`config.mk`:
```
export PLATFORM = sky130hd
export DESIGN_NAME = pulse_count_frame_generator
export DESIGN_NICKNAME = d
export VERILOG_FILES = /design/src/rtl/core/pcfg_pkg.sv /design/src/rtl/core/pcfg_regs.sv /design/src/rtl/core/pcfg_ctrl.sv /design/src/rtl/core/pcfg_dp.sv /design/src/rtl/core/pulse_count_frame_generator.sv
export SDC_FILE = /design/constraint.sdc
export NUM_CORES = 1
export LEC_CHECK = 0
export BUFFER_PORTS_ARGS = -buffer_cell sky130_fd_sc_hd__buf_2
export CAP_MARGIN = 20
export CORE_MARGIN = 10
export CORE_UTILIZATION = 56
export DETAILED_ROUTE_END_ITERATION = 10
export GPL_ROUTABILITY_DRIVEN = 0
export PLACE_DENSITY = 0.76
export SETUP_SLACK_MARGIN = 0.1
export SLEW_MARGIN = 20
export SYNTH_ARGS = -nofsm -noshare
export SYNTH_HDL_FRONTEND = slang
export SYNTH_SLANG_ARGS = --single-unit
```
`constraint.sdc`:
```
create_clock -name clk -period 13.1 [get_ports clk]
set_input_delay 0.655 -clock clk [delete_from_list [all_inputs] [get_ports clk]]
set_output_delay 0.655 -clock clk [all_outputs]
set_load 0.01 [all_outputs]
```
`src/rtl/core/pcfg_pkg.sv`:
```
// shared types, widths and constants of the pulse count frame generator
// no dependencies; imported by every module of the block
package pcfg_pkg;

  // field and register widths
  localparam int CODE_W = 8;
  localparam int TEMP_W = 14;
  localparam int DUR_W = 15;
  localparam int SYNC_W = 20;
  localparam int CFG_IDX_W = 3;
  localparam int CFG_DATA_W = SYNC_W;

  // quantizer divider: dividend magnitude below 2**DIV_BITS
  localparam int DIV_BITS = 9;
  localparam int DIV_CNT_W = 4;

  localparam int FRAME_ITEMS_DEF = 64;

  localparam logic [DUR_W-1:0] FIELD_MAX_US = DUR_W'(32767);
  localparam logic [CODE_W-1:0] DEFAULT_STEP = CODE_W'(5);

  // register indexes of the write port
  localparam logic [CFG_IDX_W-1:0] REG_OFF_CODE = 3'd0;
  localparam logic [CFG_IDX_W-1:0] REG_MIN_TEMP = 3'd1;
  localparam logic [CFG_IDX_W-1:0] REG_MAX_TEMP = 3'd2;
  localparam logic [CFG_IDX_W-1:0] REG_TEMP_STEP = 3'd3;
  localparam logic [CFG_IDX_W-1:0] REG_SYNC_LOW = 3'd4;
  localparam logic [CFG_IDX_W-1:0] REG_PULSE_HIGH = 3'd5;
  localparam logic [CFG_IDX_W-1:0] REG_PULSE_LOW = 3'd6;

  // input op codes
  localparam logic OP_COMMAND = 1'b0;
  localparam logic OP_SEND = 1'b1;

  typedef struct packed {
    logic [CODE_W-1:0] off_code;
    logic [CODE_W-1:0] min_temp;
    logic [CODE_W-1:0] max_temp;
    logic [CODE_W-1:0] temp_step;
    logic [SYNC_W-1:0] sync_low_time;
    logic [DUR_W-1:0] pulse_high_time;
    logic [DUR_W-1:0] pulse_low_time;
  } cfg_t;

  typedef enum logic [1:0] {
    S_IDLE,
    S_DIV,
    S_FRAME
  } state_t;

  typedef enum logic [1:0] {
    ITEM_SYNC,
    ITEM_PULSE,
    ITEM_END
  } item_kind_t;

  typedef struct packed {
    logic load_cmd;
    logic load_frame;
    logic div_step;
    logic commit;
    logic emit;
    item_kind_t kind;
  } ctrl_cmd_t;

  typedef struct packed {
    logic div_last;
    logic out_free;
    logic sync_left;
    logic pulses_left;
    logic frame_full;
  } dp_status_t;

endpackage

```
`src/rtl/core/pcfg_regs.sv`:
```
// configuration register file with the write port decode
// depends on pcfg_pkg
module pcfg_regs (
  input  logic                          clk,
  input  logic                          rst,
  input  logic                          cfg_write,
  input  logic [pcfg_pkg::CFG_IDX_W-1:0] cfg_index,
  input  logic [pcfg_pkg::CFG_DATA_W-1:0] cfg_data,
  output pcfg_pkg::cfg_t                cfg
);
  import pcfg_pkg::*;

  always_ff @(posedge clk) begin
    if (rst) begin
      cfg.off_code <= '0;
      cfg.min_temp <= '0;
      cfg.max_temp <= CODE_W'(255);
      cfg.temp_step <= DEFAULT_STEP;
      cfg.sync_low_time <= '0;
      cfg.pulse_high_time <= '0;
      cfg.pulse_low_time <= '0;
    end else if (cfg_write) begin
      unique case (cfg_index)
        REG_OFF_CODE:   cfg.off_code <= cfg_data[CODE_W-1:0];
        REG_MIN_TEMP:   cfg.min_temp <= cfg_data[CODE_W-1:0];
        REG_MAX_TEMP:   cfg.max_temp <= cfg_data[CODE_W-1:0];
        REG_TEMP_STEP:  cfg.temp_step <= cfg_data[CODE_W-1:0];
        REG_SYNC_LOW:   cfg.sync_low_time <= cfg_data[SYNC_W-1:0];
        REG_PULSE_HIGH: cfg.pulse_high_time <= cfg_data[DUR_W-1:0];
        REG_PULSE_LOW:  cfg.pulse_low_time <= cfg_data[DUR_W-1:0];
        default: ;
      endcase
    end
  end

endmodule

```
`src/rtl/core/pcfg_ctrl.sv`:
```
// controller state machine: sequences quantizer division and frame output
// depends on pcfg_pkg
module pcfg_ctrl (
  input  logic                   clk,
  input  logic                   rst,
  input  logic                   in_valid,
  output logic                   in_ready,
  input  logic                   op,
  input  pcfg_pkg::dp_status_t   status,
  output pcfg_pkg::ctrl_cmd_t    cmd
);
  import pcfg_pkg::*;

  state_t state, state_next;

  always_ff @(posedge clk) begin
    if (rst) begin
      state <= S_IDLE;
    end else begin
      state <= state_next;
    end
  end

  always_comb begin
    state_next = state;
    cmd = '0;
    cmd.kind = ITEM_END;
    in_ready = 1'b0;
    unique case (state)
      S_IDLE: begin
        in_ready = 1'b1;
        if (in_valid) begin
          if (op == OP_SEND) begin
            cmd.load_frame = 1'b1;
            state_next = S_FRAME;
          end else begin
            cmd.load_cmd = 1'b1;
            state_next = S_DIV;
          end
        end
      end
      S_DIV: begin
        cmd.div_step = 1'b1;
        if (status.div_last) begin
          cmd.commit = 1'b1;
          state_next = S_IDLE;
        end
      end
      S_FRAME: begin
        // one item per cycle whenever the output register can take it
        if (status.out_free) begin
          cmd.emit = 1'b1;
          priority if (status.frame_full || (!status.sync_left && !status.pulses_left)) begin
            cmd.kind = ITEM_END;
            state_next = S_IDLE;
          end else if (status.sync_left) begin
            cmd.kind = ITEM_SYNC;
          end else begin
            cmd.kind = ITEM_PULSE;
          end
        end
      end
      default: state_next = S_IDLE;
    endcase
  end

endmodule

```
`src/rtl/core/pcfg_dp.sv`:
```
// datapath: mode and code state, quantizer with bit-serial remainder,
// frame counters and output register; depends on pcfg_pkg
module pcfg_dp #(
  parameter int FRAME_ITEMS = pcfg_pkg::FRAME_ITEMS_DEF
) (
  input  logic                          clk,
  input  logic                          rst,
  input  pcfg_pkg::cfg_t                cfg,
  input  pcfg_pkg::ctrl_cmd_t           cmd,
  output pcfg_pkg::dp_status_t          status,
  input  logic                          heat_on,
  input  logic signed [pcfg_pkg::TEMP_W-1:0] target_temp,
  output logic                          out_valid,
  input  logic                          out_ready,
  output logic                          level_first,
  output logic [pcfg_pkg::DUR_W-1:0]    time_first,
  output logic                          level_second,
  output logic [pcfg_pkg::DUR_W-1:0]    time_second,
  output logic                          last_item
);
  import pcfg_pkg::*;

  localparam int N_W = (FRAME_ITEMS > 2) ? $clog2(FRAME_ITEMS) : 1;
  localparam logic [N_W-1:0] N_CAP = N_W'(FRAME_ITEMS - 1);
  localparam int RND_W = TEMP_W - 3;
  localparam int TS_W = RND_W + 1;

  logic mode_on;
  logic [CODE_W-1:0] stored_code;

  // ---- quantizer front end, from the input ports ----
  logic [TEMP_W-1:0] temp_mag;
  logic [TEMP_W:0] temp_sum;
  logic [RND_W-1:0] rounded;
  logic signed [TS_W-1:0] t_round, t_lo, t_cl, min_s, max_s;
  logic [CODE_W-1:0] t8, step_eff;
  logic signed [CODE_W+1:0] num;
  logic [DIV_BITS-1:0] num_mag;

  always_comb begin
    temp_mag = target_temp[TEMP_W-1] ? TEMP_W'(-target_temp) : TEMP_W'(target_temp);
    // halves round away from zero
    temp_sum = {1'b0, temp_mag} + (TEMP_W+1)'(8);
    rounded = temp_sum[TEMP_W:4];
    t_round = target_temp[TEMP_W-1] ? -$signed({1'b0, rounded}) : $signed({1'b0, rounded});
    min_s = $signed({{(TS_W-CODE_W){1'b0}}, cfg.min_temp});
    max_s = $signed({{(TS_W-CODE_W){1'b0}}, cfg.max_temp});
    t_lo = (t_round < min_s) ? min_s : t_round;
    t_cl = (t_lo > max_s) ? max_s : t_lo;
    t8 = t_cl[CODE_W-1:0];
    step_eff = (cfg.temp_step == '0) ? DEFAULT_STEP : cfg.temp_step;
    num = $signed({2'b00, t8}) - $signed({2'b00, cfg.min_temp})
        + $signed({3'b000, step_eff[CODE_W-1:1]});
    num_mag = num[CODE_W+1] ? DIV_BITS'(-num) : DIV_BITS'(num);
  end

  // ---- restoring remainder, one dividend bit per cycle ----
  logic [DIV_BITS-1:0] div_a, div_mag;
  logic div_neg;
  logic [CODE_W-1:0] div_d, div_rem, rem_next;
  logic [DIV_CNT_W-1:0] div_cnt;
  logic [CODE_W:0] rem_shift;
  logic [DIV_BITS-1:0] q_mag;
  logic [CODE_W-1:0] code_next;

  always_comb begin
    rem_shift = {div_rem, div_a[DIV_BITS-1]};
    rem_next = (rem_shift >= {1'b0, div_d}) ? CODE_W'(rem_shift - {1'b0, div_d})
                                             : rem_shift[CODE_W-1:0];
    // quotient times step is the magnitude less its remainder
    q_mag = div_mag - DIV_BITS'(rem_next);
    code_next = div_neg ? (cfg.min_temp - q_mag[CODE_W-1:0])
                        : (cfg.min_temp + q_mag[CODE_W-1:0]);
  end

  always_ff @(posedge clk) begin
    if (cmd.load_cmd) begin
      div_a <= num_mag;
      div_mag <= num_mag;
      div_neg <= num[CODE_W+1];
      div_d <= step_eff;
      div_rem <= '0;
      div_cnt <= '0;
    end else if (cmd.div_step) begin
      div_a <= {div_a[DIV_BITS-2:0], 1'b0};
      div_rem <= rem_next;
      div_cnt <= div_cnt + DIV_CNT_W'(1);
    end
  end

  always_ff @(posedge clk) begin
    if (rst) begin
      mode_on <= 1'b0;
      stored_code <= '0;
    end else begin
      if (cmd.load_cmd) mode_on <= heat_on;
      if (cmd.commit) stored_code <= code_next;
    end
  end

  // ---- frame counters ----
  logic [SYNC_W-1:0] sync_rem;
  logic [CODE_W-1:0] pulses;
  logic [N_W-1:0] n_items;
  logic [DUR_W-1:0] d0, d1;
  logic [SYNC_W-1:0] sync_rem_next;
  localparam logic [SYNC_W-1:0] MAX_W = SYNC_W'(FIELD_MAX_US);
  localparam logic [SYNC_W-1:0] TWO_MAX_W = SYNC_W'(2 * 32767);

  always_comb begin
    if (sync_rem > TWO_MAX_W) begin
      d0 = FIELD_MAX_US;
      d1 = FIELD_MAX_US;
      sync_rem_next = sync_rem - TWO_MAX_W;
    end else if (sync_rem > MAX_W) begin
      d0 = FIELD_MAX_US;
      d1 = DUR_W'(sync_rem - MAX_W);
      sync_rem_next = '0;
    end else begin
      d0 = sync_rem[DUR_W-1:0];
      d1 = '0;
      sync_rem_next = '0;
    end
  end

  always_ff @(posedge clk) begin
    if (cmd.load_frame) begin
      sync_rem <= cfg.sync_low_time;
      pulses <= mode_on ? stored_code : cfg.off_code;
      n_items <= '0;
    end else if (cmd.emit) begin
      unique case (cmd.kind)
        ITEM_SYNC: begin
          sync_rem <= sync_rem_next;
          n_items <= n_items + N_W'(1);
        end
        ITEM_PULSE: begin
          pulses <= pulses - CODE_W'(1);
          n_items <= n_items + N_W'(1);
        end
        default: ;
      endcase
    end
  end

  // ---- output register ----
  always_ff @(posedge clk) begin
    if (rst) begin
      out_valid <= 1'b0;
    end else if (cmd.emit) begin
      out_valid <= 1'b1;
    end else if (out_ready) begin
      out_valid <= 1'b0;
    end
  end

  always_ff @(posedge clk) begin
    if (cmd.emit) begin
      unique case (cmd.kind)
        ITEM_SYNC: begin
          level_first <= 1'b0;
          time_first <= d0;
          level_second <= 1'b0;
          time_second <= d1;
          last_item <= 1'b0;
        end
        ITEM_PULSE: begin
          level_first <= 1'b1;
          time_first <= cfg.pulse_high_time;
          level_second <= 1'b0;
          time_second <= cfg.pulse_low_time;
          last_item <= 1'b0;
        end
        default: begin
          level_first <= 1'b0;
          time_first <= '0;
          level_second <= 1'b0;
          time_second <= '0;
          last_item <= 1'b1;
        end
      endcase
    end
  end

  always_comb begin
    status.div_last = (div_cnt == DIV_CNT_W'(DIV_BITS - 1));
    status.out_free = !out_valid || out_ready;
    status.sync_left = (sync_rem != '0);
    status.pulses_left = (pulses != '0);
    status.frame_full = (n_items == N_CAP);
  end

endmodule

```
`src/rtl/core/pulse_count_frame_generator.sv`:
```
// top level of the pulse count frame generator: register file, controller
// and datapath; depends on pcfg_pkg, pcfg_regs, pcfg_ctrl, pcfg_dp
//
// channel   direction  handshake                  payload
// in        in         in_valid / in_ready        op, heat_on, target_temp
// out       out        out_valid / out_ready      level_first, time_first,
//                                                 level_second, time_second, last_item
// cfg       in         cfg_write (no wait)        cfg_index, cfg_data
//
// a command item is accepted, then the bit-serial remainder unit steps once per
// dividend bit to snap the temperature to the step grid
// a send item gives k results (sync items, pulse pairs, end marker, k <= FRAME_ITEMS)
// at one per cycle after the accept, whenever the output register can take them
// a stalled output holds the frame counters; the next item is taken as soon
// as the end marker sits in the output register
// reset restores register defaults, mode off and code 0, and empties the output
module pulse_count_frame_generator #(
  parameter int FRAME_ITEMS = pcfg_pkg::FRAME_ITEMS_DEF
) (
  input  logic                            clk,
  input  logic                            rst,
  input  logic                            cfg_write,
  input  logic [pcfg_pkg::CFG_IDX_W-1:0]  cfg_index,
  input  logic [pcfg_pkg::CFG_DATA_W-1:0] cfg_data,
  input  logic                            in_valid,
  output logic                            in_ready,
  input  logic                            op,
  input  logic                            heat_on,
  input  logic signed [pcfg_pkg::TEMP_W-1:0] target_temp,
  output logic                            out_valid,
  input  logic                            out_ready,
  output logic                            level_first,
  output logic [pcfg_pkg::DUR_W-1:0]      time_first,
  output logic                            level_second,
  output logic [pcfg_pkg::DUR_W-1:0]      time_second,
  output logic                            last_item
);
  import pcfg_pkg::*;

  cfg_t cfg;
  ctrl_cmd_t cmd;
  dp_status_t status;

  pcfg_regs u_regs (
    .clk       (clk),
    .rst       (rst),
    .cfg_write (cfg_write),
    .cfg_index (cfg_index),
    .cfg_data  (cfg_data),
    .cfg       (cfg)
  );

  pcfg_ctrl u_ctrl (
    .clk      (clk),
    .rst      (rst),
    .in_valid (in_valid),
    .in_ready (in_ready),
    .op       (op),
    .status   (status),
    .cmd      (cmd)
  );

  pcfg_dp #(
    .FRAME_ITEMS (FRAME_ITEMS)
  ) u_dp (
    .clk          (clk),
    .rst          (rst),
    .cfg          (cfg),
    .cmd          (cmd),
    .status       (status),
    .heat_on      (heat_on),
    .target_temp  (target_temp),
    .out_valid    (out_valid),
    .out_ready    (out_ready),
    .level_first  (level_first),
    .time_first   (time_first),
    .level_second (level_second),
    .time_second  (time_second),
    .last_item    (last_item)
  );

endmodule
```
==> flow_summary_export.csv <==
group,metric,value,unit
layout,final_nets,1455,
logic_synthesis,synth_area,11600,um^2
clock_tree,clk_path_buf_depth,2,
logic_synthesis,synth.top_cells.by_count,"nand2_1, dfxtp_1, a21oi_1",
logic_synthesis,synth.distinct_cells,68,
logic_synthesis,yosysWarningCount,0,
clock_tree,cts_tree,"done",
hold_path,hp-start,"cfg_data[15]",
placement,port_buffers,77,
clock_tree,cts_setup_buffers,0,
logic_synthesis,synth-main-ff-cell,"dfxtp_1",
clock_tree,cts-resized-gates,0,
sta,finalSetupTns,0,ns
logic_synthesis,syn-instance-count,1308,
run_status,status,"finished clean",
hold_path,hold_class,"input pin to flop",
sta,rsz0062_at_grt,"false",
hold_path,holdPathEnd,"u_regs.cfg[45]",
worst_setup_path,setup.worst_path.class,"input pin to flop",
job,max-cap-violations,0,
worst_setup_path,r2r_end,"u_dp.div_a[7]",
drt,first_pass_iters,6,
drt,post-route-drc-count,0,
logic_synthesis,synth_nets,1422,
worst_setup_path,slowest_stage,"or4_1",
grt,grt_pass1_vias,8948,
clock_tree,clkTransAtPathRegs,0.08,ns
clock_tree,cts_buffers,17,
sta,layout_min_cycle_time,10.21,ns
floorplanning,die_width,164,um
sta,clock_skew,0.0150,ns
logic_synthesis,async_reset_ff_frac,0,
worst_setup_path,crit_required,13.30,ns
drt,viasPerCell,5.77,
sta,worstMarginPinSlew,0.996,ns
placement,dp_hpwl,19900,um
drt,wl_per_cell,16.9,um
sta,final-setup-viol-count,0,
drt,wl,27400,um
floorplanning,dieArea,26800,um^2
worst_setup_path,cp_data_arrival_time,10.41,ns
floorplanning,die_h,164,um
worst_setup_path,end_kind,"flop",
power_and_ir_drop,leakagePower,4.99,nW
floorplanning,ios,79,
grt,grt_usage,0.204,
layout,multi_input_area,6210,um^2
hold_path,min_path_cells,3,
worst_setup_path,slowest_delay,0.56,ns
logic_synthesis,netlist.area_leader.share,0.223,
sta,finalCritPeriodShare,0.780,
clock_tree,clkLatencyLatePin,0.44,ns
worst_setup_path,timing.rr.start,"u_regs.cfg[67]",
worst_setup_path,path_max_fanout,12,
worst_setup_path,r2r_cells,33,
drt,drt_iter0_drc,848,
layout,syn_to_final_growth,10.1,%
logic_synthesis,synth_most_common_cell,"nand2_1",
layout,fill_cells,1724,
drt,antenna_left,0,
floorplanning,fp.coreArea,20300,um^2
floorplanning,initial_core_util,0.570,
drt,num_vias,9372,
logic_synthesis,synth_seq_cells,198,
sta,fmax,97.9,MHz
logic_synthesis,yosys.area.top_type,"edfxtp_1",
clock_tree,cts_hold_buffers,0,
worst_setup_path,r2r_setup_slack,4.73,ns
logic_synthesis,synth_edf_count,86,
grt,grt_max_degree,86,
logic_synthesis,yosysSeqAreaShare,0.417,
layout,drive_gt1_frac,0.120,
power_and_ir_drop,power_density,169,nW/um^2
power_and_ir_drop,totalPowerFinal,2.15,mW
grt,grt_overflow_total,0,
logic_synthesis,postSynthAreaPerCell,8.84,um^2
sta,hold_viol,0,
grt,antenna_found_initial,0,
grt,grt_pass1_wl,44800,um
floorplanning,num_rows,52,
sta,max_slew_margin,0.332,
layout,final_util,0.628,
worst_setup_path,start_kind,"input pin",
logic_synthesis,synthTopCellsByArea,"edfxtp_1, dfxtp_1, nand2_1, ha_1, a21oi_1",
layout,antennaDiodeCount,0,
layout,regArea,4820,um^2
clock_tree,clock_sinks,198,
clock_tree,cts_max_level,4,
clock_tree,ctsRootBufferMaster,"clkbuf_16",
sta,slew_viol_final,0,
power_and_ir_drop,ir_worst_vdd,0.112,mV
[critical path: cells and delay by family]
| kind | cells | cell delay [ns] |
|---|---|---|
| buffers and inverters | 3 | 0.25 |
| multiplexers | 5 | 1.65 |
| AO/OA/AOI/OAI | 14 | 2.77 |
| AND/OR/NAND/NOR | 8 | 1.58 |
| adder cells (fa/ha/maj) | 8 | 2.80 |
| XOR/XNOR | 4 | 0.70 |
[cell usage in the layout (no fill, tap or decap), drive strengths merged, types with 28 or more instances in the layout]
cell	count
inv	74
nand2	226
dfxtp	112
xor2	39
xnor2	58
ha	65
o21ai	43
a21oi	109
edfxtp	86
nor2	104
buf	89
mux2i	28
[registers in the layout, summed over array words and instances (netlist names)]
register / cells
u_dp.level_first: 1
u_dp.time_second: 15
u_dp.last_item: 1
u_dp.out_valid: 1
u_ctrl.state: 2
u_dp.sync_rem: 20
u_dp.div_mag: 8
u_dp.div_cnt: 4
u_dp.div_rem: 8
u_dp.n_items: 6
u_dp.div_a: 9
u_dp.stored_code: 8
u_dp.mode_on: 1
u_dp.div_neg: 1
u_regs.cfg: 82
u_dp.time_first: 15
u_dp.pulses: 8
u_dp.div_d: 8
[cell families (layout without fill, tap and decap cells)]
group | count (synthesis) | after routing | share of synthesized area
and+or+nand+nor | 464 | 464 | 0.178
AOI/OAI and AO/OA | 281 | 281 | 0.154
DFF | 198 | 198 | 0.417
buffers and inverters | 143 | 189 | 0.0472
xor gates and xnor gates | 98 | 98 | 0.0754
adders and majority gates | 70 | 70 | 0.0790
muxes | 53 | 53 | 0.0486
other | 1 | 1 | 0.000324
[per-stage QoR]
stage          worst slack (ns)  instance area, um^2  hold WS (ns)  instances
2_1_floorplan              3.12                11600         0.432       1308
3_3_place_gp               2.46                12100         0.437       1590
3_5_place_dp               2.21                12100         0.442       1590
4_1_cts                    2.65                12700         0.447       1622
5_1_grt                    2.21                12700         0.445       1624
6_report                   2.89                12700         0.450       1624
[metal layers]
metal | up-vias | track usage | wire, um
met1 | 4433 | 0.259 | 11800
li1 | 4620 | - | -
met5 | - | 0 | 0
met3 | 40 | 0.0373 | 1670
met2 | 279 | 0.350 | 13600
met4 | 0 | 0.0548 | 358
[layout make-up]
| class | instances | share of cell area |
|---|---|---|
| multi-input cells | 967 | 0.488 |
| clock inverters | 15 | 0.0145 |
| well taps | 270 | 0.0265 |
| clock buffers | 17 | 0.0334 |
| flip-flops and latches | 198 | 0.379 |
| inverters | 67 | 0.0197 |
| repair buffers | 90 | 0.0393 |
[power by group]
group          switching, mW  internal (mW)
sequential            0.0438          0.709
clock                  0.273          0.263
combinational          0.475          0.385
[worst max-delay path by stage]
stage | start | to | slack, ns
floorplan | target_temp[3] | u_dp.div_a[7] | 3.12
global route | target_temp[0] | u_dp.div_a[1] | 2.21
detailed placement | target_temp[0] | u_dp.div_a[1] | 2.21
finish | target_temp[0] | u_dp.div_a[7] | 2.89
global placement | target_temp[0] | u_dp.div_a[1] | 2.46
CTS | target_temp[0] | u_dp.div_a[1] | 2.65
No activity file was read; power rests on OpenSTA's default activity.
